`config.mk`:
```
export PLATFORM = sky130hd
export DESIGN_NAME = der_ecdsa_signature_unpacker_unit
export DESIGN_NICKNAME = d
export VERILOG_FILES = /design/src/rtl/core/dsu_pkg.sv /design/src/rtl/core/dsu_front.sv /design/src/rtl/core/dsu_fifo.sv /design/src/rtl/core/dsu_back.sv /design/src/rtl/core/der_ecdsa_signature_unpacker_unit.sv
export SDC_FILE = /design/constraint.sdc
export NUM_CORES = 1
export LEC_CHECK = 0
export BUFFER_PORTS_ARGS = -buffer_cell sky130_fd_sc_hd__buf_2
export CELL_PAD_IN_SITES_DETAIL_PLACEMENT = 0
export CELL_PAD_IN_SITES_GLOBAL_PLACEMENT = 1
export CORE_ASPECT_RATIO = 1.4
export CORE_MARGIN = 4
export CORE_UTILIZATION = 50
export DETAILED_ROUTE_END_ITERATION = 10
export PLACE_DENSITY = 0.79
export SYNTH_ARGS = -nofsm -noshare
export SYNTH_HDL_FRONTEND = slang
export SYNTH_SLANG_ARGS = --single-unit
```
`constraint.sdc`:
```
create_clock -name i_clk -period 5.24 [get_ports i_clk]
set_clock_uncertainty 0.2 [all_clocks]
set_input_delay 0.786 -clock i_clk [delete_from_list [all_inputs] [get_ports i_clk]]
set_output_delay 0.786 -clock i_clk [all_outputs]
set_load 0.1 [all_outputs]
```
`src/rtl/core/dsu_pkg.sv`:
```
// Package for the DER ECDSA signature unpacker: constants, tag values,
// phase and error code enums, and the command record passed front to back.
// No dependencies.
package dsu_pkg;

    // Size of one raw integer in bytes (P-256).
    localparam int FIELD_BYTES = 32;
    // Width that holds a content count up to FIELD_BYTES + 1.
    localparam int CNT_W = $clog2(FIELD_BYTES + 2);

    // DER tag values.
    localparam logic [7:0] TAG_SEQUENCE = 8'h30;
    localparam logic [7:0] TAG_INTEGER  = 8'h02;

    // Length byte values with special meaning.
    localparam logic [7:0] LEN_FULL    = 8'(FIELD_BYTES + 1);
    localparam logic [7:0] LEN_NO_PAD  = 8'(FIELD_BYTES);
    localparam logic [7:0] LEN_PAD_TOP = 8'(FIELD_BYTES - 1);

    // Command queue between the parser and the result generator.
    localparam int QDEPTH = 4;
    localparam int QPTR_W = $clog2(QDEPTH);

    // Parser phases.
    typedef enum logic [2:0] {
        PH_SEQ_TAG,
        PH_SEQ_LEN,
        PH_INT_TAG,
        PH_INT_LEN,
        PH_CONTENT
    } t_phase;

    // Error codes carried on an error result.
    typedef enum logic [2:0] {
        ERR_NONE,
        ERR_NOT_SEQUENCE,
        ERR_NOT_INTEGER,
        ERR_TRUNCATED,
        ERR_TOO_LARGE
    } t_err_code;

    // One command: a run of cnt_m1 + 1 identical result bytes. The complete
    // flag applies only to the final result of the run.
    typedef struct packed {
        logic [7:0]       data;
        logic             which;
        logic             cpl;
        logic             err;
        t_err_code        code;
        logic [CNT_W-1:0] cnt_m1;
    } t_cmd;

endpackage

```
`src/rtl/core/dsu_front.sv`:
```
// Parser front end: accepts signature bytes, tracks the DER structure and
// turns each byte into at most one command for the result generator.
// Depends on dsu_pkg.
module dsu_front
    import dsu_pkg::*;
(
    input  logic       i_clk,
    input  logic       i_rst_n,
    input  logic       i_valid,
    input  logic [7:0] i_byte,
    input  logic       i_last,
    input  logic       i_q_full,
    output logic       o_ready,
    output logic       o_push,
    output t_cmd       o_cmd
);

    t_phase           r_phase, n_phase;
    logic [CNT_W-1:0] r_left, n_left;
    logic             r_cur, n_cur;
    logic             r_drop, n_drop;
    logic             r_ign, n_ign;

    logic             w_accept;
    logic [CNT_W-1:0] w_left_dec;
    logic             w_fail;
    t_err_code        w_fail_code;

    assign o_ready    = !i_q_full;
    assign w_accept   = i_valid && !i_q_full;
    assign w_left_dec = (r_left != '0) ? r_left - 1'b1 : '0;

    // Command generation and error detection for the current byte.
    always_comb begin
        o_push      = 1'b0;
        o_cmd       = '0;
        o_cmd.which = r_cur;
        o_cmd.code  = ERR_NONE;
        w_fail      = 1'b0;
        w_fail_code = ERR_NONE;
        if (w_accept && !r_ign) begin
            case (r_phase)
                PH_SEQ_LEN: begin
                    if (i_last) begin
                        w_fail      = 1'b1;
                        w_fail_code = ERR_NOT_SEQUENCE;
                    end
                end
                PH_INT_TAG: begin
                    if (i_byte != TAG_INTEGER || i_last) begin
                        w_fail      = 1'b1;
                        w_fail_code = ERR_NOT_INTEGER;
                    end
                end
                PH_INT_LEN: begin
                    if (i_last) begin
                        w_fail      = 1'b1;
                        w_fail_code = ERR_NOT_INTEGER;
                    end else if (i_byte > LEN_FULL) begin
                        w_fail      = 1'b1;
                        w_fail_code = ERR_TOO_LARGE;
                    end else if (i_byte < LEN_NO_PAD) begin
                        // Short integer: emit the whole zero pad as one run.
                        o_push       = 1'b1;
                        o_cmd.cnt_m1 = CNT_W'(LEN_PAD_TOP - i_byte);
                        o_cmd.cpl    = (i_byte == 8'd0) && r_cur;
                    end
                end
                PH_CONTENT: begin
                    if (i_last && w_left_dec != '0) begin
                        w_fail      = 1'b1;
                        w_fail_code = ERR_TRUNCATED;
                    end else if (r_drop) begin
                        if (i_byte != 8'd0) begin
                            w_fail      = 1'b1;
                            w_fail_code = ERR_TOO_LARGE;
                        end
                    end else if (i_last && !r_cur) begin
                        // Buffer ends right after r, so s is missing.
                        w_fail      = 1'b1;
                        w_fail_code = ERR_NOT_INTEGER;
                    end else begin
                        o_push     = 1'b1;
                        o_cmd.data = i_byte;
                        o_cmd.cpl  = (w_left_dec == '0) && r_cur;
                    end
                end
                default: begin
                    if (i_byte != TAG_SEQUENCE || i_last) begin
                        w_fail      = 1'b1;
                        w_fail_code = ERR_NOT_SEQUENCE;
                    end
                end
            endcase
            if (w_fail) begin
                o_push      = 1'b1;
                o_cmd.data  = 8'd0;
                o_cmd.cpl   = 1'b0;
                o_cmd.err   = 1'b1;
                o_cmd.code  = w_fail_code;
                o_cmd.cnt_m1 = '0;
            end
        end
    end

    // Next parser state.
    always_comb begin
        n_phase = r_phase;
        n_left  = r_left;
        n_cur   = r_cur;
        n_drop  = r_drop;
        n_ign   = r_ign;
        if (w_accept) begin
            if (r_ign || w_fail) begin
                if (i_last) begin
                    n_phase = PH_SEQ_TAG;
                    n_left  = '0;
                    n_cur   = 1'b0;
                    n_drop  = 1'b0;
                    n_ign   = 1'b0;
                end else begin
                    n_ign = 1'b1;
                end
            end else begin
                case (r_phase)
                    PH_SEQ_LEN: n_phase = PH_INT_TAG;
                    PH_INT_TAG: n_phase = PH_INT_LEN;
                    PH_INT_LEN: begin
                        n_left = i_byte[CNT_W-1:0];
                        if (i_byte == LEN_FULL) begin
                            n_drop  = 1'b1;
                            n_phase = PH_CONTENT;
                        end else if (i_byte != 8'd0) begin
                            n_phase = PH_CONTENT;
                        end else if (!r_cur) begin
                            n_cur   = 1'b1;
                            n_phase = PH_INT_TAG;
                        end else begin
                            n_ign = 1'b1;
                        end
                    end
                    PH_CONTENT: begin
                        n_left = w_left_dec;
                        if (r_drop) begin
                            n_drop = 1'b0;
                        end else if (w_left_dec == '0) begin
                            if (!r_cur) begin
                                n_cur   = 1'b1;
                                n_phase = PH_INT_TAG;
                            end else if (i_last) begin
                                n_phase = PH_SEQ_TAG;
                                n_left  = '0;
                                n_cur   = 1'b0;
                            end else begin
                                n_ign = 1'b1;
                            end
                        end
                    end
                    default: n_phase = PH_SEQ_LEN;
                endcase
            end
        end
    end

    // State registers.
    always_ff @(posedge i_clk) begin
        if (!i_rst_n) begin
            r_phase <= PH_SEQ_TAG;
            r_left  <= '0;
            r_cur   <= 1'b0;
            r_drop  <= 1'b0;
            r_ign   <= 1'b0;
        end else begin
            r_phase <= n_phase;
            r_left  <= n_left;
            r_cur   <= n_cur;
            r_drop  <= n_drop;
            r_ign   <= n_ign;
        end
    end

endmodule

```
`src/rtl/core/dsu_fifo.sv`:
```
// Small command queue between parser and result generator, built from
// registers with read and write pointers and an occupancy count.
// Depends on dsu_pkg.
module dsu_fifo
    import dsu_pkg::*;
(
    input  logic i_clk,
    input  logic i_rst_n,
    input  logic i_push,
    input  t_cmd i_cmd,
    input  logic i_pop,
    output logic o_full,
    output logic o_empty,
    output t_cmd o_cmd
);

    t_cmd              r_mem [QDEPTH];
    logic [QPTR_W-1:0] r_wr_ptr;
    logic [QPTR_W-1:0] r_rd_ptr;
    logic [QPTR_W:0]   r_count;

    assign o_full  = (r_count == (QPTR_W + 1)'(QDEPTH));
    assign o_empty = (r_count == '0);
    assign o_cmd   = r_mem[r_rd_ptr];

    // Entry storage.
    always_ff @(posedge i_clk) begin
        if (i_push) begin
            r_mem[r_wr_ptr] <= i_cmd;
        end
    end

    // Pointers and occupancy.
    always_ff @(posedge i_clk) begin
        if (!i_rst_n) begin
            r_wr_ptr <= '0;
            r_rd_ptr <= '0;
            r_count  <= '0;
        end else begin
            if (i_push) begin
                r_wr_ptr <= r_wr_ptr + 1'b1;
            end
            if (i_pop) begin
                r_rd_ptr <= r_rd_ptr + 1'b1;
            end
            if (i_push && !i_pop) begin
                r_count <= r_count + 1'b1;
            end else if (!i_push && i_pop) begin
                r_count <= r_count - 1'b1;
            end
        end
    end

endmodule

```
`src/rtl/core/dsu_back.sv`:
```
// Result generator: expands each queued command into one result per cycle
// while the receiver keeps up, holding each result in the output register
// until the receiver takes it. Depends on dsu_pkg.
module dsu_back
    import dsu_pkg::*;
(
    input  logic       i_clk,
    input  logic       i_rst_n,
    input  logic       i_q_empty,
    input  t_cmd       i_cmd,
    output logic       o_pop,
    input  logic       i_ready,
    output logic       o_valid,
    output logic [7:0] o_data,
    output logic       o_which,
    output logic       o_cpl,
    output logic       o_run_last,
    output logic       o_err,
    output t_err_code  o_code
);

    logic [CNT_W-1:0] r_idx;
    logic             r_valid;
    logic [7:0]       r_data;
    logic             r_which;
    logic             r_cpl;
    logic             r_run_last;
    logic             r_err;
    t_err_code        r_code;

    logic             w_load;
    logic             w_last_item;

    // A new result enters when the register is empty or is being taken.
    assign w_load      = !i_q_empty && (!r_valid || i_ready);
    assign w_last_item = (r_idx == i_cmd.cnt_m1);
    assign o_pop       = w_load && w_last_item;

    // Run position and output valid.
    always_ff @(posedge i_clk) begin
        if (!i_rst_n) begin
            r_idx   <= '0;
            r_valid <= 1'b0;
        end else begin
            if (w_load) begin
                r_idx <= w_last_item ? '0 : r_idx + 1'b1;
            end
            if (w_load) begin
                r_valid <= 1'b1;
            end else if (i_ready) begin
                r_valid <= 1'b0;
            end
        end
    end

    // Output payload.
    always_ff @(posedge i_clk) begin
        if (w_load) begin
            r_data     <= i_cmd.data;
            r_which    <= i_cmd.which;
            r_cpl      <= i_cmd.cpl && w_last_item;
            r_run_last <= w_last_item;
            r_err      <= i_cmd.err;
            r_code     <= i_cmd.code;
        end
    end

    assign o_valid    = r_valid;
    assign o_data     = r_data;
    assign o_which    = r_which;
    assign o_cpl      = r_cpl;
    assign o_run_last = r_run_last;
    assign o_err      = r_err;
    assign o_code     = r_code;

endmodule

```
`src/rtl/core/der_ecdsa_signature_unpacker_unit.sv`:
```
// DER ECDSA signature unpacker, top level: parser front end, command queue
// and result generator. Depends on dsu_pkg, dsu_front, dsu_fifo, dsu_back.
//
// Usage:
//   The slave stream carries one signature byte per transaction, with tlast
//   on the final byte of the buffer. The master stream carries the raw r and
//   s values, FIELD_BYTES bytes each, big-endian, r first. tlast marks the
//   last result caused by one input byte; the complete flag marks the final
//   byte of s. A failed decode gives a single error result with its code,
//   and the input is then skipped through the next byte with tlast.
// Data path and rate:
//   A byte's results pass through the command queue and the output register.
//   One input byte is taken per cycle while the four-entry queue is not full.
//   A short integer's length byte causes a zero-pad run of up to FIELD_BYTES
//   results, which the result generator produces one per cycle while the
//   receiver is ready; the parser keeps taking bytes until the queue fills.
// Reset and stalls:
//   The synchronous reset empties the queue and the output register and
//   returns the parser to waiting for a sequence tag. When the receiver
//   stalls, the output register holds its result, the queue fills, and
//   then the slave side deasserts tready.
module der_ecdsa_signature_unpacker_unit
    import dsu_pkg::*;
(
    input  logic        i_clk,
    input  logic        i_rst_n,
    input  logic        s_tvalid,
    output logic        s_tready,
    input  logic [7:0]  s_tdata,   // [7:0] in_byte
    input  logic        s_tlast,   // in_last
    output logic        m_tvalid,
    input  logic        m_tready,
    output logic [15:0] m_tdata,   // [7:0] out_byte, [8] complete, [11:9] error_code
    output logic [1:0]  m_tuser,   // [0] which_integer, [1] error
    output logic        m_tlast    // run_last
);

    t_cmd       w_front_cmd;
    t_cmd       w_head_cmd;
    logic       w_push;
    logic       w_pop;
    logic       w_q_full;
    logic       w_q_empty;
    logic [7:0] w_data;
    logic       w_which;
    logic       w_cpl;
    logic       w_run_last;
    logic       w_err;
    t_err_code  w_code;

    dsu_front u_front (
        .i_clk    (i_clk),
        .i_rst_n  (i_rst_n),
        .i_valid  (s_tvalid),
        .i_byte   (s_tdata),
        .i_last   (s_tlast),
        .i_q_full (w_q_full),
        .o_ready  (s_tready),
        .o_push   (w_push),
        .o_cmd    (w_front_cmd)
    );

    dsu_fifo u_fifo (
        .i_clk   (i_clk),
        .i_rst_n (i_rst_n),
        .i_push  (w_push),
        .i_cmd   (w_front_cmd),
        .i_pop   (w_pop),
        .o_full  (w_q_full),
        .o_empty (w_q_empty),
        .o_cmd   (w_head_cmd)
    );

    dsu_back u_back (
        .i_clk      (i_clk),
        .i_rst_n    (i_rst_n),
        .i_q_empty  (w_q_empty),
        .i_cmd      (w_head_cmd),
        .o_pop      (w_pop),
        .i_ready    (m_tready),
        .o_valid    (m_tvalid),
        .o_data     (w_data),
        .o_which    (w_which),
        .o_cpl      (w_cpl),
        .o_run_last (w_run_last),
        .o_err      (w_err),
        .o_code     (w_code)
    );

    // Pack the result fields onto the master stream.
    assign m_tdata = {4'd0, w_code, w_cpl, w_data};
    assign m_tuser = {w_err, w_which};
    assign m_tlast = w_run_last;

    // The final byte of s is always the end of its run and never an error.
    a_cpl_ends_run: assert property (@(posedge i_clk) disable iff (!i_rst_n)
        m_tvalid && w_cpl |-> w_run_last && w_which && !w_err)
        else $error("complete result not last of run or not from s");

    // An error result stands alone and carries a zero byte.
    a_err_alone: assert property (@(posedge i_clk) disable iff (!i_rst_n)
        m_tvalid && w_err |-> w_run_last && w_data == 8'd0 && !w_cpl)
        else $error("error result malformed");

    // The error flag and a nonzero error code always go together.
    a_err_code: assert property (@(posedge i_clk) disable iff (!i_rst_n)
        m_tvalid |-> (w_err == (w_code != ERR_NONE)))
        else $error("error flag and code disagree");

    // The parser never pushes into a full queue.
    a_no_overflow: assert property (@(posedge i_clk) disable iff (!i_rst_n)
        w_q_full |-> !w_push)
        else $error("command pushed into full queue");

endmodule

```
==> impl_metrics.tcl, run 1 <==
set metrics [dict create \
    die_w_um 97.1 \
    drv_cap 0 \
    antenna_left 0 \
    fp.dieH_um 133 \
    dieArea_um2 12900 \
    cts_buffer_depth 2 \
    slowest_stage "or4_1" \
    route.detailed.drc 0 \
    io_pins 34 \
    clkLatencyLatePin_ns 0.41 \
    start_util_pct 51.2 \
    hold_violations 0 \
    grt_pass1_vias 3468 \
    required_ns 5.37 \
    hold_path.class "register to register" \
    ctsHoldBuffers 0 \
    criticalPathCategory "register to register" \
    numPortBuffers 29 \
    synth_cells 418 \
    drt_iter0_drc 172 \
    whs_ns 0.283 \
    outcome "complete, no violations" \
    cts-buffers-inserted 17 \
    drive_gt1_share_pct 20.2 \
    rsz0062_at_grt "false" \
    place_congestion 0.868 \
    async_flop_share_pct 0 \
    drt-wirelength-per-cell_um 18.7 \
    cts_tree "done" \
    setup_viol 0 \
    hpwlAfterDp_um 7670 \
    track_usage_pct 18.7 \
    yosys_warnings 0 \
    cts-root-buf "clkbuf_16" \
    synth.distinct_cells 63 \
    finalSetupTns_ns 0 \
    p_leak_nw 2.29 \
    coreArea_um2 10900 \
    p_total_mw 3.56 \
    via_count 3463 \
    synthFlopType "edfxtp_1" \
    ctsResizeCount 0 \
    rows 45 \
    dp_cells 574 \
    fmax_mhz 246 \
    yosys_register_bits 123 \
    insertedDiodeCount 0 \
    critPathMaxFanout 6 \
    cp_top_family "simple AND/OR/NAND/NOR gates" \
    avgViaCountPerCell 5.71 \
    avgSynthCellArea_um2 13.3 \
    relSlewSlack_pct 28.7 \
    postRouteWirelength_um 11400 \
    grt_overflow 0 \
    drt_pre_antenna_iters 4 \
    critical_path.cell_chain "inv_1 > ha_1 > xnor2_1 > a32oi_1 > or4_1 > nor4_1 > o21ai_1 > nand2_1 > ha_1 > inv_1 > fa_1 > xor2_1 > or3_1 > a21oi_1" \
    grt_max_degree 22 \
    worst_pin_slew_ns 1.07 \
    crit_path_end_kind "register" \
    grt_pass1_wl_um 18300 \
    area_delta_synth_final_pct 15.3 \
    synth_edf_count 95 \
    post-cts-setup-buffer-count 0 \
    ys_seq_area_share_pct 61.4 \
    htreeDepth 4 \
    worst-path-buf-inv 2 \
    fillers 844 \
    syn-cell-area_um2 5560 \
    clock-sinks 123 \
    layout.cells.non_filler 606 \
    critPathArrivalTime_ns 4.19 \
    min_period_ns 4.06 \
    nets 474 \
    slew_viol_final 0 \
    max_stage_delay_ns 0.67 \
    path_clk_slew_ns 0.05 \
    peakVddDrop_mv 0.224 \
    finalCritPeriodShare_pct 77.5 \
    power_density_nw_per_um2 556 \
    cp-start-kind "register" \
    antenna_found_initial 0 \
]
[cells in the final DEF (no fill, tap or decap), drive strengths merged, types with 6 or more instances in the layout]
master and instances:
a211oi 6, a21oi 14, and2 18, buf 32
clkbuf 19, conb 8, dfxtp 28, edfxtp 95
ha 8, inv 15, mux2i 8, mux4 20
nand2 35, nand3 10, nor2 32, nor3 9
o21ai 15, xnor2 8, xor2 7
[final cells by class]
cell class                 count  area (um^2)  share of cell area, %
timing repair buffer          32          168                   2.62
inverter                      15         56.3                  0.878
clock buffer                  19          433                   6.75
clock inverter                13          175                   2.73
tap                          141          176                   2.75
sequential                   123         3410                   53.2
multi-input combinational    263         1990                   31.0
[registers in the layout (all words and copies together), names as in the netlist, named ones only]
register	count
u_fifo.r_wr_ptr	2
u_fifo.r_mem	80
u_front.r_cur	1
u_back.o_valid	1
u_back.r_idx	6
u_front.r_left	6
u_fifo.r_rd_ptr	2
u_back.o_run_last	1
u_back.o_data	8
u_front.r_drop	1
u_back.o_which	1
u_fifo.r_count	3
u_back.o_cpl	1
u_back.o_code	3
u_front.r_ign	1
u_front.r_phase	3
u_back.o_err	1
[kinds of logic after synthesis]
logic type / Yosys count / share of synthesized area (%)
simple gates: 138 / 13.0
flops: 123 / 61.4
compound gates: 65 / 8.14
buf+inv: 39 / 3.40
mux: 28 / 9.54
xor+xnor: 15 / 2.36
fa+ha+maj: 9 / 2.16
other cells: 1 / 0.0674
[path summary, 6_finish.rpt]
check | start | end | slack [ns] | depth (start not counted)
setup / recovery | u_front.r_left[0] | u_fifo.r_count[2] | 1.18 | 14
hold / removal | u_back.o_valid | u_back.o_valid | 0.28 | 2
setup reg to reg | u_front.r_left[0] | u_fifo.r_count[2] | 1.18 | 14
hold reg to reg | u_back.o_valid | u_back.o_valid | 0.28 | 2
[tightest hold or removal path: cells and delay by family (launching register included)]
family	cells	cell delay, ns
AOI/OAI and AO/OA	1	0.05
and+or+nand+nor	1	0.06
DFF	1	0.32
[stage by stage]
step	area [um^2]	setup WS, ns	util [%]
2_1_floorplan	5590	1.61	-
3_3_place_gp	5800	1.19	53.4
3_5_place_dp	5800	1.08	53.4
4_1_cts	6410	1.17	59.0
5_1_grt	6410	0.888	59.0
6_report	6410	1.18	59.0
[cells in the mapped netlist, types with 5 or more instances]
master,n,area share [%]
dfxtp_1,28,10
nand2_1,34,2.3
inv_1,14,0.94
o21ai_1,6,0.54
nor2_1,31,2.1
ha_1,8,1.8
a211oi_1,5,0.67
xnor2_1,8,1.3
nand3_1,10,0.90
o21ai_0,8,0.72
mux2i_1,8,1.4
buf_4,8,1.1
o31ai_1,5,0.67
mux4_2,20,8.1
xor2_1,7,1.1
edfxtp_1,95,51
nand4_1,5,0.56
nor3_1,8,0.72
clkbuf_1,10,0.67
a21oi_1,14,1.3
and2_1,18,2.0
[metal layers]
layer / track usage (%) / part of all wire (%)
met1: 21.8 / 39
met2: 32.5 / 55
met3: 4.06 / 4.1
met4: 9.06 / 2.1
met5: 0 / 0
[power by group]
part / internal [mW] / switching, mW / leakage, nW
registers: 1.26 / 0.0634 / 1.17
logic: 0.218 / 0.830 / 0.833
clock network: 0.789 / 0.403 / 0.282
Note: power is estimated with default switching activity, not from simulation.
==> run 2: changes to the inputs <==
- CORE_UTILIZATION: 50 -> 45
- PLACE_DENSITY: 0.79 -> 0.75
- clock period: 5.24 -> 3.45 ns (I/O delays scaled with it)
==> run 2 against run 1 <==
Largest power group unchanged; critical path type unchanged; power up 52%; cell count increased by 7.1%; cell area grew 5.6%; via count up 3.7%; die area is 10% higher; critical endpoint unchanged.
==> impl_metrics.tcl, run 2 (same netlist as run 1, synthesis figures left out) <==
set metrics [dict create \
    outcome "complete, no violations" \
    dp_cells 613 \
    worstSetupEndpoint "u_fifo.r_count[2]" \
    fp.dieH_um 140 \
    cts-root-buf "clkbuf_16" \
    grt_pass1_vias 3769 \
    critPathMaxFanout 5 \
    min_period_ns 3.40 \
    cp-startpoint "u_front.r_left[1]" \
    regMostFlops "u_fifo.r_mem" \
    area_delta_synth_final_pct 21.7 \
    coreArea_um2 11900 \
    critical_path.cell_chain "inv_4 > ha_4 > nor3b_4 > o21ai_2 > or4_4 > buf_6 > o21a_4 > o21ai_2 > nand2_1 > ha_2 > buf_4 > buf_4 > xor2_1 > or3_1 > a21oi_2" \
    start_util_pct 46.6 \
    rsz0062_at_grt "true" \
    intPower_mw 3.40 \
    setup_viol 0 \
    finalCritPeriodShare_pct 98.5 \
    antenna_left 0 \
    nets 511 \
    fmax_mhz 294 \
    p_leak_nw 2.50 \
    relSlewSlack_pct 66.2 \
    timing.rr.end "u_fifo.r_count[2]" \
    largest_reg_flops 80 \
    drv_cap 0 \
    grt_pass1_wl_um 19100 \
    clock-sinks 123 \
    r2r_cells 15 \
    required_ns 3.59 \
    grt_max_degree 21 \
    hold_path.class "input port to register" \
    dp_slack_ns -0.146 \
    avgViaCountPerCell 5.53 \
    max_stage_delay_ns 0.58 \
    rows 47 \
    htreeDepth 4 \
    insertedDiodeCount 0 \
    slew_viol_final 0 \
    drt-wirelength-per-cell_um 18.2 \
    clkLatencyLatePin_ns 0.41 \
    r2r_start "u_front.r_left[1]" \
    place_congestion 0.925 \
    hpwlAfterDp_um 8150 \
    worst_pin_slew_ns 0.503 \
    slowest_stage "or4_4" \
    r2r_setup_slack_ns 0.05 \
    grt_overflow 0 \
    cp_top_family "simple AND/OR/NAND/NOR gates" \
    p_seq_share_pct 37.0 \
    cp-start-kind "register" \
    p_comb_share_pct 31.6 \
    via_count 3592 \
    path_clk_slew_ns 0.06 \
    cts_buffer_depth 2 \
    drt_pre_antenna_iters 4 \
    layout.cells.non_filler 649 \
    dieArea_um2 14200 \
    final_core_util_pct 56.7 \
    io_pins 34 \
    power_density_nw_per_um2 801 \
    route.detailed.drc 0 \
    final_cell_mix "edfxtp_1 (95), buf_4 (38), nand2_1 (34)" \
    critPathArrivalTime_ns 3.54 \
    peakVddDrop_mv 0.322 \
    fin_ws_ns 0.0510 \
    crit_path_end_kind "register" \
    criticalPathCategory "register to register" \
    worst-path-buf-inv 4 \
    cts_tree "done" \
    track_usage_pct 17.7 \
    p_sw_share_pct 37.4 \
    clockPowerShare_pct 31.3 \
    postRouteWirelength_um 11800 \
    drive_gt1_share_pct 29.7 \
    hold_violations 0 \
    drt_iter0_drc 168 \
    layout_commonest_cell "edfxtp_1" \
    numPortBuffers 29 \
    ctsHoldBuffers 0 \
    worst-path-stages 15 \
    die_w_um 102 \
    p_total_mw 5.43 \
    antenna_found_initial 0 \
    p_sw_mw 2.03 \
    cts-buffers-inserted 17 \
]
run 2: changes by cell type in the layout (fill, tap and decap cells not counted), sizes merged:
cell      delta
clkinvlp     -3
buf         +37
inv          +3
bufinv       -2
clkbuf       -1
clkinv       +3
run 2: worst min-delay path by stage:
stage | startpoint | endpoint | slack (ns) | depth (start not counted)
2_1_floorplan | u_front.r_left[1] | u_front.r_left[1] | 0.26 | 2
3_3_place_gp | u_back.o_valid | u_back.o_valid | 0.25 | 2
3_5_place_dp | u_back.o_valid | u_back.o_valid | 0.26 | 2
4_1_cts | m_tready | u_back.o_valid | 0.16 | 4
5_1_grt | m_tready | u_back.o_valid | 0.20 | 4
6_report | m_tready | u_back.o_valid | 0.18 | 4
run 2: power groups by stage:
stage                     clock (mW)  combinational (mW)  sequential (mW)
after floorplan                    0               0.773             2.61
after global placement             0                1.67             2.02
after detailed placement           0                1.68             2.04
after CTS                       1.73                1.72             2.01
after global routing            1.81                1.82             2.03
final                           1.70                1.72             2.01
run 2: area by class of cell:
cell class,instances,area [um^2]
clock buffer,18,429
timing repair buffer,69,462
multi-input combinational,263,2070
inverter,15,61.3
clock inverter,14,148
fill,988,5170
sequential,123,3420
tap,147,184
run 2: metal layers:
layer	global-route usage, %	part of all wire [%]
met5	0	0
met3	5.01	3.8
met4	5.32	1.5
met2	31.5	55
met1	20.3	40
run 2: through the flow:
stage	TNS, ns	hold slack (ns)	instance area [um^2]
CTS	0	0.164	6750
finish	0	0.179	6770
floorplan	0	0.256	5610
global placement	-0.00363	0.254	6090
global route	-0.0735	0.199	6770
detailed placement	-0.177	0.258	6090
run 2: worst register-to-register path, stage by stage (launching register included):
cell,delay [ns]
dfxtp_2,0.34
inv_4,0.08
ha_4,0.14
nor3b_4,0.24
o21ai_2,0.09
or4_4,0.58
buf_6,0.15
o21a_4,0.23
o21ai_2,0.16
nand2_1,0.09
ha_2,0.19
buf_4,0.13
buf_4,0.12
xor2_1,0.15
or3_1,0.32
a21oi_2,0.12
run 2: repair_timing:
item                                    in CTS  in global routing
buffers inserted                             4                  0
pin swaps                                    9                  4
endpoints found under the setup margin       2                  2
resized for setup                           12                  7
